### src/rtl/smoothed_cubic_trajectory_interpolator_core_defines.svh
// Assertion macros shared by the interpolator RTL
`ifndef SMOOTHED_CUBIC_TRAJECTORY_INTERPOLATOR_CORE_DEFINES_SVH
`define SMOOTHED_CUBIC_TRAJECTORY_INTERPOLATOR_CORE_DEFINES_SVH

// check a property on every clock edge outside reset
`define SCTI_ASSERT(name, prop, msg) \
  name: assert property (@(posedge clk_i) disable iff (!rst_ni) prop) else $error(msg);

// check that an antecedent is followed by a consequent in the next cycle
`define SCTI_ASSERT_NEXT(name, ante, cons, msg) \
  name: assert property (@(posedge clk_i) disable iff (!rst_ni) (ante) |=> (cons)) \
    else $error(msg);

`endif

### src/rtl/scti_pkg.sv
package scti_pkg;

  localparam int unsigned HIST_DEPTH  = 4;
  localparam int unsigned POS_W       = 32;
  localparam int unsigned COEF_W      = 54;
  localparam int unsigned ACC_W       = 64;
  localparam int unsigned TICK_W      = 8;
  localparam int unsigned Q_SHIFT     = 16;
  localparam int unsigned NUM_COEF    = 4;
  localparam logic [TICK_W-1:0] TICKS_RESET = 8'd70;
  localparam logic [TICK_W-1:0] WEIGHT_SUM  = 8'd6;

  localparam logic OP_TICK = 1'b0;
  localparam logic OP_STOP = 1'b1;

  typedef struct packed {
    logic                                   filled;
    logic [TICK_W-1:0]                      tick;
    logic [HIST_DEPTH-1:0][POS_W-1:0]       hist;
    logic [NUM_COEF-1:0][COEF_W-1:0]        coef;
  } row_t;

  typedef struct packed {
    logic re;
    logic we;
  } mem_req_t;

  typedef struct packed {
    logic                     start;
    logic signed [ACC_W-1:0]  dividend;
    logic [TICK_W-1:0]        divisor;
  } div_req_t;

  typedef struct packed {
    logic                     busy;
    logic                     done;
    logic signed [ACC_W-1:0]  quot;
  } div_rsp_t;

endpackage

### src/rtl/scti_row_mem.sv
module scti_row_mem #(
  parameter int unsigned DEPTH = 8,
  parameter int unsigned AW    = 3
) (
  input  logic              clk_i,
  input  logic              rst_ni,
  input  scti_pkg::mem_req_t req_i,
  input  logic [AW-1:0]     addr_i,
  input  scti_pkg::row_t    wdata_i,
  output scti_pkg::row_t    rdata_o
);
  import scti_pkg::*;

  row_t             mem_q [DEPTH];
  row_t             rd_q;
  logic [DEPTH-1:0] vld_q;
  logic             rd_vld_q;

  always_ff @(posedge clk_i) begin
    if (req_i.we) begin
      mem_q[addr_i] <= wdata_i;
    end
    if (req_i.re) begin
      rd_q <= mem_q[addr_i];
    end
  end

  always_ff @(posedge clk_i or negedge rst_ni) begin
    if (!rst_ni) begin
      vld_q    <= '0;
      rd_vld_q <= 1'b0;
    end else begin
      if (req_i.re) begin
        rd_vld_q <= vld_q[addr_i];
      end
      if (req_i.we) begin
        vld_q[addr_i] <= 1'b1;
      end
    end
  end

  assign rdata_o = rd_vld_q ? rd_q : '0;

endmodule

### config.mk
export PLATFORM = sky130hd
export DESIGN_NAME = scti_row_mem
export DESIGN_NICKNAME = d
export VERILOG_FILES = /design/src/rtl/smoothed_cubic_trajectory_interpolator_core_defines.svh /design/src/rtl/scti_pkg.sv /design/src/rtl/scti_row_mem.sv
export SDC_FILE = /design/constraint.sdc
export NUM_CORES = 2
export LEC_CHECK = 0
export ABC_AREA = 1
export BUFFER_PORTS_ARGS = -buffer_cell sky130_fd_sc_hd__buf_4
export CAP_MARGIN = 15
export CORE_MARGIN = 2
export CORE_UTILIZATION = 54
export CTS_CLUSTER_SIZE = 30
export DETAILED_ROUTE_END_ITERATION = 10
export PLACE_DENSITY = 0.72
export SYNTH_ARGS = -nofsm -noshare
export SYNTH_HDL_FRONTEND = slang
export SYNTH_SLANG_ARGS = --single-unit
### constraint.sdc
create_clock -name clk_i -period 2.7 [get_ports clk_i]
set_clock_uncertainty 0.15 [all_clocks]
set_input_delay 0.54 -clock clk_i [delete_from_list [all_inputs] [get_ports clk_i]]
set_output_delay 0.54 -clock clk_i [all_outputs]
set_load 0.05 [all_outputs]
==> flow_summary.ini <==
[timing]
period_needed_ps = 2980
finalMaxSlewViolations = 0
tns_ps = -71770
slew_headroom = 0.367
fmax_ghz = 0.336
finalCritPeriodShare = 1.10
fin_ws_ps = -276
setup_viol = 353
worstMarginPinSlew_ps = 949
rsz0062_at_grt = true
whs_ps = 185
finalHoldViolCount = 0

[place]
place.gp.congestion = 0.827
dpl.hpwl_mm = 179
place_area_sq_mm = 0.134
place_ws_ps = 157
io_buffers = 712

[routing]
post_drt_wl_per_cell_um = 23.2
viasPerCell = 5.70
drc = 0
dr_wl_met2_mm = 161
ant_nets = 0
wl_met3_mm = 31.5
wl_mm = 331
drt_pre_antenna_iters = 6
vias = 81300
drt_iter0_markers = 8925
met1_length_mm = 124
top_layer_used = met5

[flow_run]
drv_cap = 0

[synthesis]
synth_nets = 10200
synth_area_sq_mm = 0.124
synth-edff-count = 3177
synthFlopType = edfxtp_1
synthArstFlopShare = 0.00282
synthMostInstantiatedCell = edfxtp_1
synth.distinct_cells = 21
ys_seq_elements = 3186
synth_warnings = 0
synthTopCellsByArea = edfxtp_1, nand2_1, o21ai_0
syn_area_per_cell_sq_um = 12.6
yosys.area.top_type = edfxtp_1
ys_seq_area_frac = 0.773
yosys-top-cells-count = edfxtp_1, nand2_1, nor2_1
synth_top_area_frac = 0.771
syn_inst = 9792

[clock_tree]
cts_htree_levels = 5
cts_tree = built
clk_latency_ps = 980
root_buffer = clkbuf_16
numCtsBuffers = 328
clock_sinks = 3186
path_clk_slew_ps = 60
clockBufferDepth = 4

[global_routing]
grt_pass1_wl_mm = 478
grt_usage = 0.271
grt_pass1_vias = 79300
globalRouteOverflowTotal = 0
grt_start_max_net_pins = 151
antenna_found_initial = 51

[critical_path]
cp.arrival_ps = 2290
crit_path_end_kind = primary output
worstSetupStartpointType = flop
crit_fanout = 8
required_ps = 2010
reg2reg_slack_ps = 1120
crit_type = reg -> out
rr_worst_depth = 6

[min_path]
hold_path.class = in -> reg
whs_path_depth = 2

[floorplan]
coreArea_sq_mm = 0.227
start_util = 0.544
ios = 713
die_area_sq_mm = 0.233
row_count = 175
fp.dieH_um = 483
dieWidth_um = 483

[final_layout]
drive_gt1_frac = 0.165
nets = 11300
fin_area_sq_mm = 0.152
area_growth_pct = 22.8

[status]
outcome = finished with violations
violations = negative setup slack

[power_and_ir_drop]
power_density_mw_per_mm2 = 730
p_leak_nw = 56.1
ir_drop_mv = 0.611
==> cells in the final DEF, fill, tap and decap left out, types with 8 or more instances in the layout <==
master,netlist,final
nand2_1,2135,1938
clkbuf_1,338,63
nand2_2,1,58
nor2_1,1069,1061
nand2_8,0,12
edfxtp_1,3177,3177
inv_2,1,153
buf_8,1,123
clkinvlp_4,0,12
o21ai_0,837,837
buf_16,0,16
buf_4,68,473
diode_2,0,60
inv_1,717,530
a21oi_1,708,708
nand2_4,0,128
buf_12,0,168
dfrtp_1,9,8
buf_6,25,225
nor2_4,0,9
bufinv_16,0,15
o21ai_1,581,581
clkbuf_16,0,344
clkinv_2,0,61
inv_4,1,30
dlygate4sd3_1,0,361
clkinv_1,0,65
==> registers in the layout, summed over array words and instances, names as in the netlist <==
register and flops:
mem_q 2824, rd_q 353, rd_vld_q 1, vld_q 8
==> power by group <==
| part | internal [mW] | switching, mW |
|---|---|---|
| clock | 23.8 | 18.2 |
| combinational | 3.98 | 7.81 |
| sequential | 56.5 | 0.688 |
==> metrics by stage <==
step	total power, mW	cells	util
after global placement	67.4	13200	0.590
after global routing	114	14200	0.667
after detailed placement	67.6	13200	0.590
final	111	14300	0.668
after floorplan	63.6	9792	-
after CTS	110	14200	0.656
==> repair_timing <==
action | in CTS | in global routing
resized for setup | 387 | 701
gates cloned | 15 | 17
hold buffers | 361 | 0
hold endpoints to repair | 2864 | 0
pin swaps | 1 | 5
buffers inserted | 13 | 5
endpoints found under the setup margin | 353 | 353
==> layout make-up <==
cell class	count	area (sq um)
Clock buffer	393	8490
Fill cell	14900	75600
Tap cell	3009	3760
Timing Repair Buffer	1381	15700
Antenna cell	60	150
Multi-Input combinational cell	5337	24100
Sequential cell	3186	95600
Clock inverter	166	1250
Inverter	719	2830
==> cells by family after synthesis <==
| family | synth area share |
|---|---|
| AND/OR/NAND/NOR | 0.0976 |
| flip-flops | 0.773 |
| AO/OA/AOI/OAI | 0.0860 |
| buffers and inverters | 0.0432 |
==> worst max-delay path, cell delays in order, from the launching register on <==
cell and delay [ps]:
dfrtp_4 510, buf_12 170, clkbuf_16 210, buf_16 190
nand2_4 70, inv_2 50, buf_8 140
==> routing by layer <==
metal | global-route usage | vias up
li1 | - | 36300
met1 | 0.360 | 39900
met2 | 0.446 | 4360
met3 | 0.0479 | 756
met4 | 0.110 | 24
met5 | 0 | -
==> worst paths after layout <==
check	startpoint	endpoint
min in group asynchronous	rst_ni	vld_q[4]
min reg2reg	vld_q[6]	vld_q[6]
max	rd_vld_q	rdata_o[193]
max reg2reg	rd_vld_q	rd_vld_q
max in group asynchronous	rst_ni	rd_vld_q
min	wdata_i[86]	mem_q[6][86]
(Power assumes the default switching activity.)
