File: config.mk
export PLATFORM = sky130hd
export DESIGN_NAME = scti_div
export DESIGN_NICKNAME = d
export VERILOG_FILES = /design/src/rtl/smoothed_cubic_trajectory_interpolator_core_defines.svh /design/src/rtl/scti_pkg.sv /design/src/rtl/scti_div.sv
export SDC_FILE = /design/constraint.sdc
export NUM_CORES = 1
export LEC_CHECK = 0
export BUFFER_PORTS_ARGS = -buffer_cell sky130_fd_sc_hd__buf_2
export CORE_MARGIN = 4
export CORE_UTILIZATION = 40
export DETAILED_ROUTE_END_ITERATION = 8
export HOLD_SLACK_MARGIN = 0.08
export SLEW_MARGIN = 5
export SYNTH_ARGS = -nofsm -noshare
export SYNTH_HDL_FRONTEND = slang
export SYNTH_SLANG_ARGS = --single-unit
File: constraint.sdc
create_clock -name clk_i -period 14.9 [get_ports clk_i]
set_input_delay 1.49 -clock clk_i [delete_from_list [all_inputs] [get_ports clk_i]]
set_output_delay 1.49 -clock clk_i [all_outputs]
set_load 0.05 [all_outputs]
File: src/rtl/smoothed_cubic_trajectory_interpolator_core_defines.svh
// Assertion macros shared by the interpolator RTL
`ifndef SMOOTHED_CUBIC_TRAJECTORY_INTERPOLATOR_CORE_DEFINES_SVH
`define SMOOTHED_CUBIC_TRAJECTORY_INTERPOLATOR_CORE_DEFINES_SVH

// check a property on every clock edge outside reset
`define SCTI_ASSERT(name, prop, msg) \
  name: assert property (@(posedge clk_i) disable iff (!rst_ni) prop) else $error(msg);

// check that an antecedent is followed by a consequent in the next cycle
`define SCTI_ASSERT_NEXT(name, ante, cons, msg) \
  name: assert property (@(posedge clk_i) disable iff (!rst_ni) (ante) |=> (cons)) \
    else $error(msg);

`endif

File: src/rtl/scti_pkg.sv
package scti_pkg;

  localparam int unsigned HIST_DEPTH  = 4;
  localparam int unsigned POS_W       = 32;
  localparam int unsigned COEF_W      = 54;
  localparam int unsigned ACC_W       = 64;
  localparam int unsigned TICK_W      = 8;
  localparam int unsigned Q_SHIFT     = 16;
  localparam int unsigned NUM_COEF    = 4;
  localparam logic [TICK_W-1:0] TICKS_RESET = 8'd70;
  localparam logic [TICK_W-1:0] WEIGHT_SUM  = 8'd6;

  localparam logic OP_TICK = 1'b0;
  localparam logic OP_STOP = 1'b1;

  typedef struct packed {
    logic                                   filled;
    logic [TICK_W-1:0]                      tick;
    logic [HIST_DEPTH-1:0][POS_W-1:0]       hist;
    logic [NUM_COEF-1:0][COEF_W-1:0]        coef;
  } row_t;

  typedef struct packed {
    logic re;
    logic we;
  } mem_req_t;

  typedef struct packed {
    logic                     start;
    logic signed [ACC_W-1:0]  dividend;
    logic [TICK_W-1:0]        divisor;
  } div_req_t;

  typedef struct packed {
    logic                     busy;
    logic                     done;
    logic signed [ACC_W-1:0]  quot;
  } div_rsp_t;

endpackage

File: src/rtl/scti_div.sv
module scti_div (
  input  logic               clk_i,
  input  logic               rst_ni,
  input  scti_pkg::div_req_t req_i,
  output scti_pkg::div_rsp_t rsp_o
);
  import scti_pkg::*;

  localparam int unsigned RADIX_BITS = 4;
  localparam int unsigned STEPS      = ACC_W / RADIX_BITS;
  localparam int unsigned CNT_W      = $clog2(STEPS);

  logic                    busy_q;
  logic                    done_q;
  logic                    neg_q;
  logic [CNT_W-1:0]        cnt_q;
  logic [ACC_W-1:0]        num_q;
  logic [ACC_W-1:0]        quo_q;
  logic [TICK_W-1:0]       rem_q;
  logic [TICK_W-1:0]       den_q;
  logic signed [ACC_W-1:0] res_q;

  logic [TICK_W-1:0]       rem_d;
  logic [RADIX_BITS-1:0]   qd;
  logic [ACC_W-1:0]        quo_d;
  logic [TICK_W:0]         trial;

  always_comb begin
    rem_d = rem_q;
    qd    = '0;
    trial = '0;
    for (int i = 0; i < RADIX_BITS; i++) begin
      trial = {rem_d, num_q[ACC_W-1-i]};
      if (trial >= {1'b0, den_q}) begin
        trial = trial - {1'b0, den_q};
        qd[RADIX_BITS-1-i] = 1'b1;
      end
      rem_d = trial[TICK_W-1:0];
    end
    quo_d = {quo_q[ACC_W-RADIX_BITS-1:0], qd};
  end

  always_ff @(posedge clk_i or negedge rst_ni) begin
    if (!rst_ni) begin
      busy_q <= 1'b0;
      done_q <= 1'b0;
      cnt_q  <= '0;
    end else begin
      done_q <= 1'b0;
      if (req_i.start) begin
        busy_q <= 1'b1;
        cnt_q  <= '0;
      end else if (busy_q) begin
        cnt_q <= cnt_q + 1'b1;
        if (cnt_q == CNT_W'(STEPS - 1)) begin
          busy_q <= 1'b0;
          done_q <= 1'b1;
        end
      end
    end
  end

  always_ff @(posedge clk_i) begin
    if (req_i.start) begin
      neg_q <= req_i.dividend[ACC_W-1];
      num_q <= req_i.dividend[ACC_W-1] ? ACC_W'(-req_i.dividend) : req_i.dividend;
      quo_q <= '0;
      rem_q <= '0;
      den_q <= req_i.divisor;
    end else if (busy_q) begin
      num_q <= {num_q[ACC_W-RADIX_BITS-1:0], {RADIX_BITS{1'b0}}};
      quo_q <= quo_d;
      rem_q <= rem_d;
      if (cnt_q == CNT_W'(STEPS - 1)) begin
        res_q <= neg_q ? -$signed(quo_d) : $signed(quo_d);
      end
    end
  end

  assign rsp_o.busy = busy_q;
  assign rsp_o.done = done_q;
  assign rsp_o.quot = res_q;

endmodule

==> impl_metrics.csv <==
group,metric,value,unit
yosys,synth_top_area_frac,0.349,
yosys,synth_edf_count,137,
clock_tree,clk_pin_slew,70,ps
sta,hold_violations,0,
placed_design,place_area,12800,um2
sta,slew_headroom,0.308,
clock_tree,clk_latency,520,ps
floorplanning,start_util,0.409,
sta,setup_viol_count_final,0,
floorplanning,num_rows,62,
power,switching_share,0.423,
setup_path,path_common_cell,"ha_1",
yosys,synth_area_leaders,"edfxtp_1, dfxtp_1, mux2i_1",
drt,avgRoutedWirePerCell,16.8,um
global_route,globalRouteOverflowTotal,0,
yosys,synth_nets,1262,
power,power.internal,1.90,mW
setup_path,slowest_stage,"o41ai_1",
setup_path,start_kind,"register",
power,p_switching,1.39,mW
worst_hold_path,whs_path_depth,2,
sta,worstMarginPinSlew,1040,ps
setup_path,path_class,"reg -> reg",
setup_path,ff2ff_setup_slack,3650,ps
sta,period_needed,11250,ps
sta,rsz0062_at_grt,"no",
setup_path,max_stage_delay,730,ps
drt,drcViolationCount,0,
drt,drt_iter0_markers,536,
drt,vias,8766,
clock_tree,postCtsHoldBufs,0,
clock_tree,post_cts_buffers,0,
yosys,synth_most_common_cell,"nor2_1",
yosys,synthCells,1148,
drt,ant_nets,0,
sta,setup_tns,0,ps
floorplanning,core,28900,um2
final_layout,fin_nets,1377,
power,combPwrFrac,0.603,
placed_design,io_buffers,140,
clock_tree,cts.repair.resized,0,
final_layout,drive_above_1_share,0.166,
floorplanning,fp.dieH,180,um
yosys,synth_area_leader_cell,"edfxtp_1",
power,seq_power_share,0.227,
power,p_per_area,243,nW/um2
worst_hold_path,min_from,"quo_q[59]$_SDFFE_PP0P_",
floorplanning,io_pins,141,
yosys,netlist_area,11800,um2
sta,fin_crit_sh,0.755,
power,leakagePower,5.67,nW
setup_path,path_max_fanout,14,
yosys,synthTopCellsByCount,"nor2_1, edfxtp_1, a21oi_1, xnor2_1, xor2_1",
final_layout,utilization,0.470,
drt,wl,28000,um
setup_path,rr_startpoint,"den_q[4]$_DFFE_PP_",
global_route,grt_use_total,0.166,
yosys,synth-main-ff-cell,"edfxtp_1",
drt,dr.pass1.iters,4,
global_route,antenna_found_initial,1,
final_layout,fill_cells,2735,
setup_path,worstSetupStartpoint,"den_q[4]$_DFFE_PP_",
clock_tree,h-tree-depth,1,
yosys,ys_warn_count,0,
clock_tree,cts_tree,"built",
clock_tree,cts_made_buffers,24,
clock_tree,cts_buffer_depth,3,
global_route,grt_max_degree,104,
status,status,"complete, no violations",
yosys,ys_ff_latch,211,
setup_path,rr_endpoint,"res_q[60]$_DFFE_PP_",
power,p_clk_frac,0.170,
final_layout,syn_to_final_growth,15.0,%
worst_hold_path,holdCritPathClass,"reg -> reg",
setup_path,r2r_cells,39,
floorplanning,die_w,180,um
floorplanning,die_area,32300,um2
worst_hold_path,holdPathEnd,"quo_q[59]$_SDFFE_PP0P_",
setup_path,required,15160,ps
clock_tree,cts.sinks,211,
placed_design,dp_hpwl,20000,um
sta,fmax,88.9,MHz
placed_design,gp_congestion,0.909,
final_layout,design_area,13600,um2
power,ir_drop,209,uV
drt,via_per_inst,5.26,
final_layout,antennaDiodeCount,0,
setup_path,arrival,11510,ps
yosys,yosysUniqueCellTypes,68,
yosys,syn_avg_cell_area,10.3,um2
sta,drv_slew,0,
yosys,synthArstFlopShare,0.0284,
setup_path,end_kind,"register",
clock_tree,cts_root_buf,"clkbuf_16",
global_route,first_global_vias,8397,
global_route,grt_pass1_wl,44800,um
sta,hold_ws,525,ps
sta,finClkSkew,12.0,ps
flow_run,max-cap-violations,0,
yosys,ys_seq_area_frac,0.477,
area by class of cell:
| cell class | count | area, um2 | area share |
|---|---|---|---|
| Sequential cell | 211 | 5630 | 0.415 |
| Multi-Input combinational cell | 844 | 5800 | 0.428 |
| Tap cell | 384 | 480 | 0.0354 |
| Timing Repair Buffer | 146 | 752 | 0.0555 |
| Clock buffer | 37 | 719 | 0.0531 |
| Inverter | 36 | 135 | 0.00997 |
| Clock inverter | 7 | 41.3 | 0.00305 |
power by group through the flow:
stage / Clock, mW / Sequential (mW) / Combinational (mW)
final: 0.561 / 0.747 / 1.99
after detailed placement: 0 / 0.757 / 1.98
after global routing: 0.604 / 0.751 / 2.19
after global placement: 0 / 0.758 / 1.97
after CTS: 0.579 / 0.746 / 1.98
after floorplan: 0 / 0.741 / 1.53
layout by cell type (no fill, tap or decap), types with 16 or more instances in the layout:
cell       synthesis  layout
edfxtp_1         137     137
or3_1             17      17
ha_1              35      35
a21oi_1           74      74
o21ai_0           63      63
nor2_1           152     152
clkbuf_16          0      24
o31ai_1           39      39
nand2_1           56      56
inv_1             36      36
xnor2_1           73      73
dfxtp_1           68      68
mux2i_1           65      65
xor2_1            69      69
buf_2              2     139
o41ai_1           16      16
routing by layer:
metal  global-route usage  routed length, um  part of all wire  vias to the layer above
li1                     -                  -                 -                     4423
met1                0.243              13600              0.49                     4089
met2                0.255              12300              0.44                      212
met3               0.0299               1470             0.053                       40
met4               0.0399                564             0.020                        2
met5                    0                 13           0.00046                        -
critical path: cells and delay by family (launching register included):
| kind | cells | cell delay (ps) |
|---|---|---|
| AO/OA/AOI/OAI | 19 | 5710 |
| AND/OR/NAND/NOR | 11 | 2930 |
| adder cells (fa/ha/maj) | 5 | 1380 |
| buffers and inverters | 3 | 480 |
| flip-flops | 1 | 360 |
| XOR/XNOR | 1 | 120 |
per-stage QoR:
stage	std cells	total power, mW	setup slack (ps)
2_1_floorplan	1148	2.27	5590
3_3_place_gp	1621	2.73	3980
3_5_place_dp	1621	2.73	3780
4_1_cts	1665	3.31	3750
5_1_grt	1665	3.55	2760
6_report	1665	3.30	3650
worst max path at each step:
stage / end / slack, ps / cells after the start
after floorplan: res_q[60]$_DFFE_PP_ / 5590 / 41
after detailed placement: res_q[60]$_DFFE_PP_ / 3780 / 39
after global placement: res_q[60]$_DFFE_PP_ / 3980 / 39
after global routing: res_q[60]$_DFFE_PP_ / 2760 / 40
after CTS: res_q[60]$_DFFE_PP_ / 3750 / 39
final: res_q[60]$_DFFE_PP_ / 3650 / 39
registers in the layout, summed over array words and instances, names as in the netlist:
| signal | flops |
|---|---|
| cnt_q | 4 |
| busy_q | 1 |
| den_q | 8 |
| quo_q | 60 |
| neg_q | 1 |
| done_q | 1 |
| num_q | 64 |
| res_q | 64 |
| rem_q | 8 |
logic make-up (layout without fill, tap and decap cells):
family,after synthesis,count (layout),synth area share
xor gates and xnor gates,142,142,0.105
AOI/OAI and AO/OA,260,260,0.146
and+or+nand+nor,333,333,0.137
muxes,70,70,0.0600
DFF,211,211,0.477
adders and majority gates,39,39,0.0439
buffers and inverters,93,226,0.0312
No activity file was read; power rests on OpenSTA's default activity.
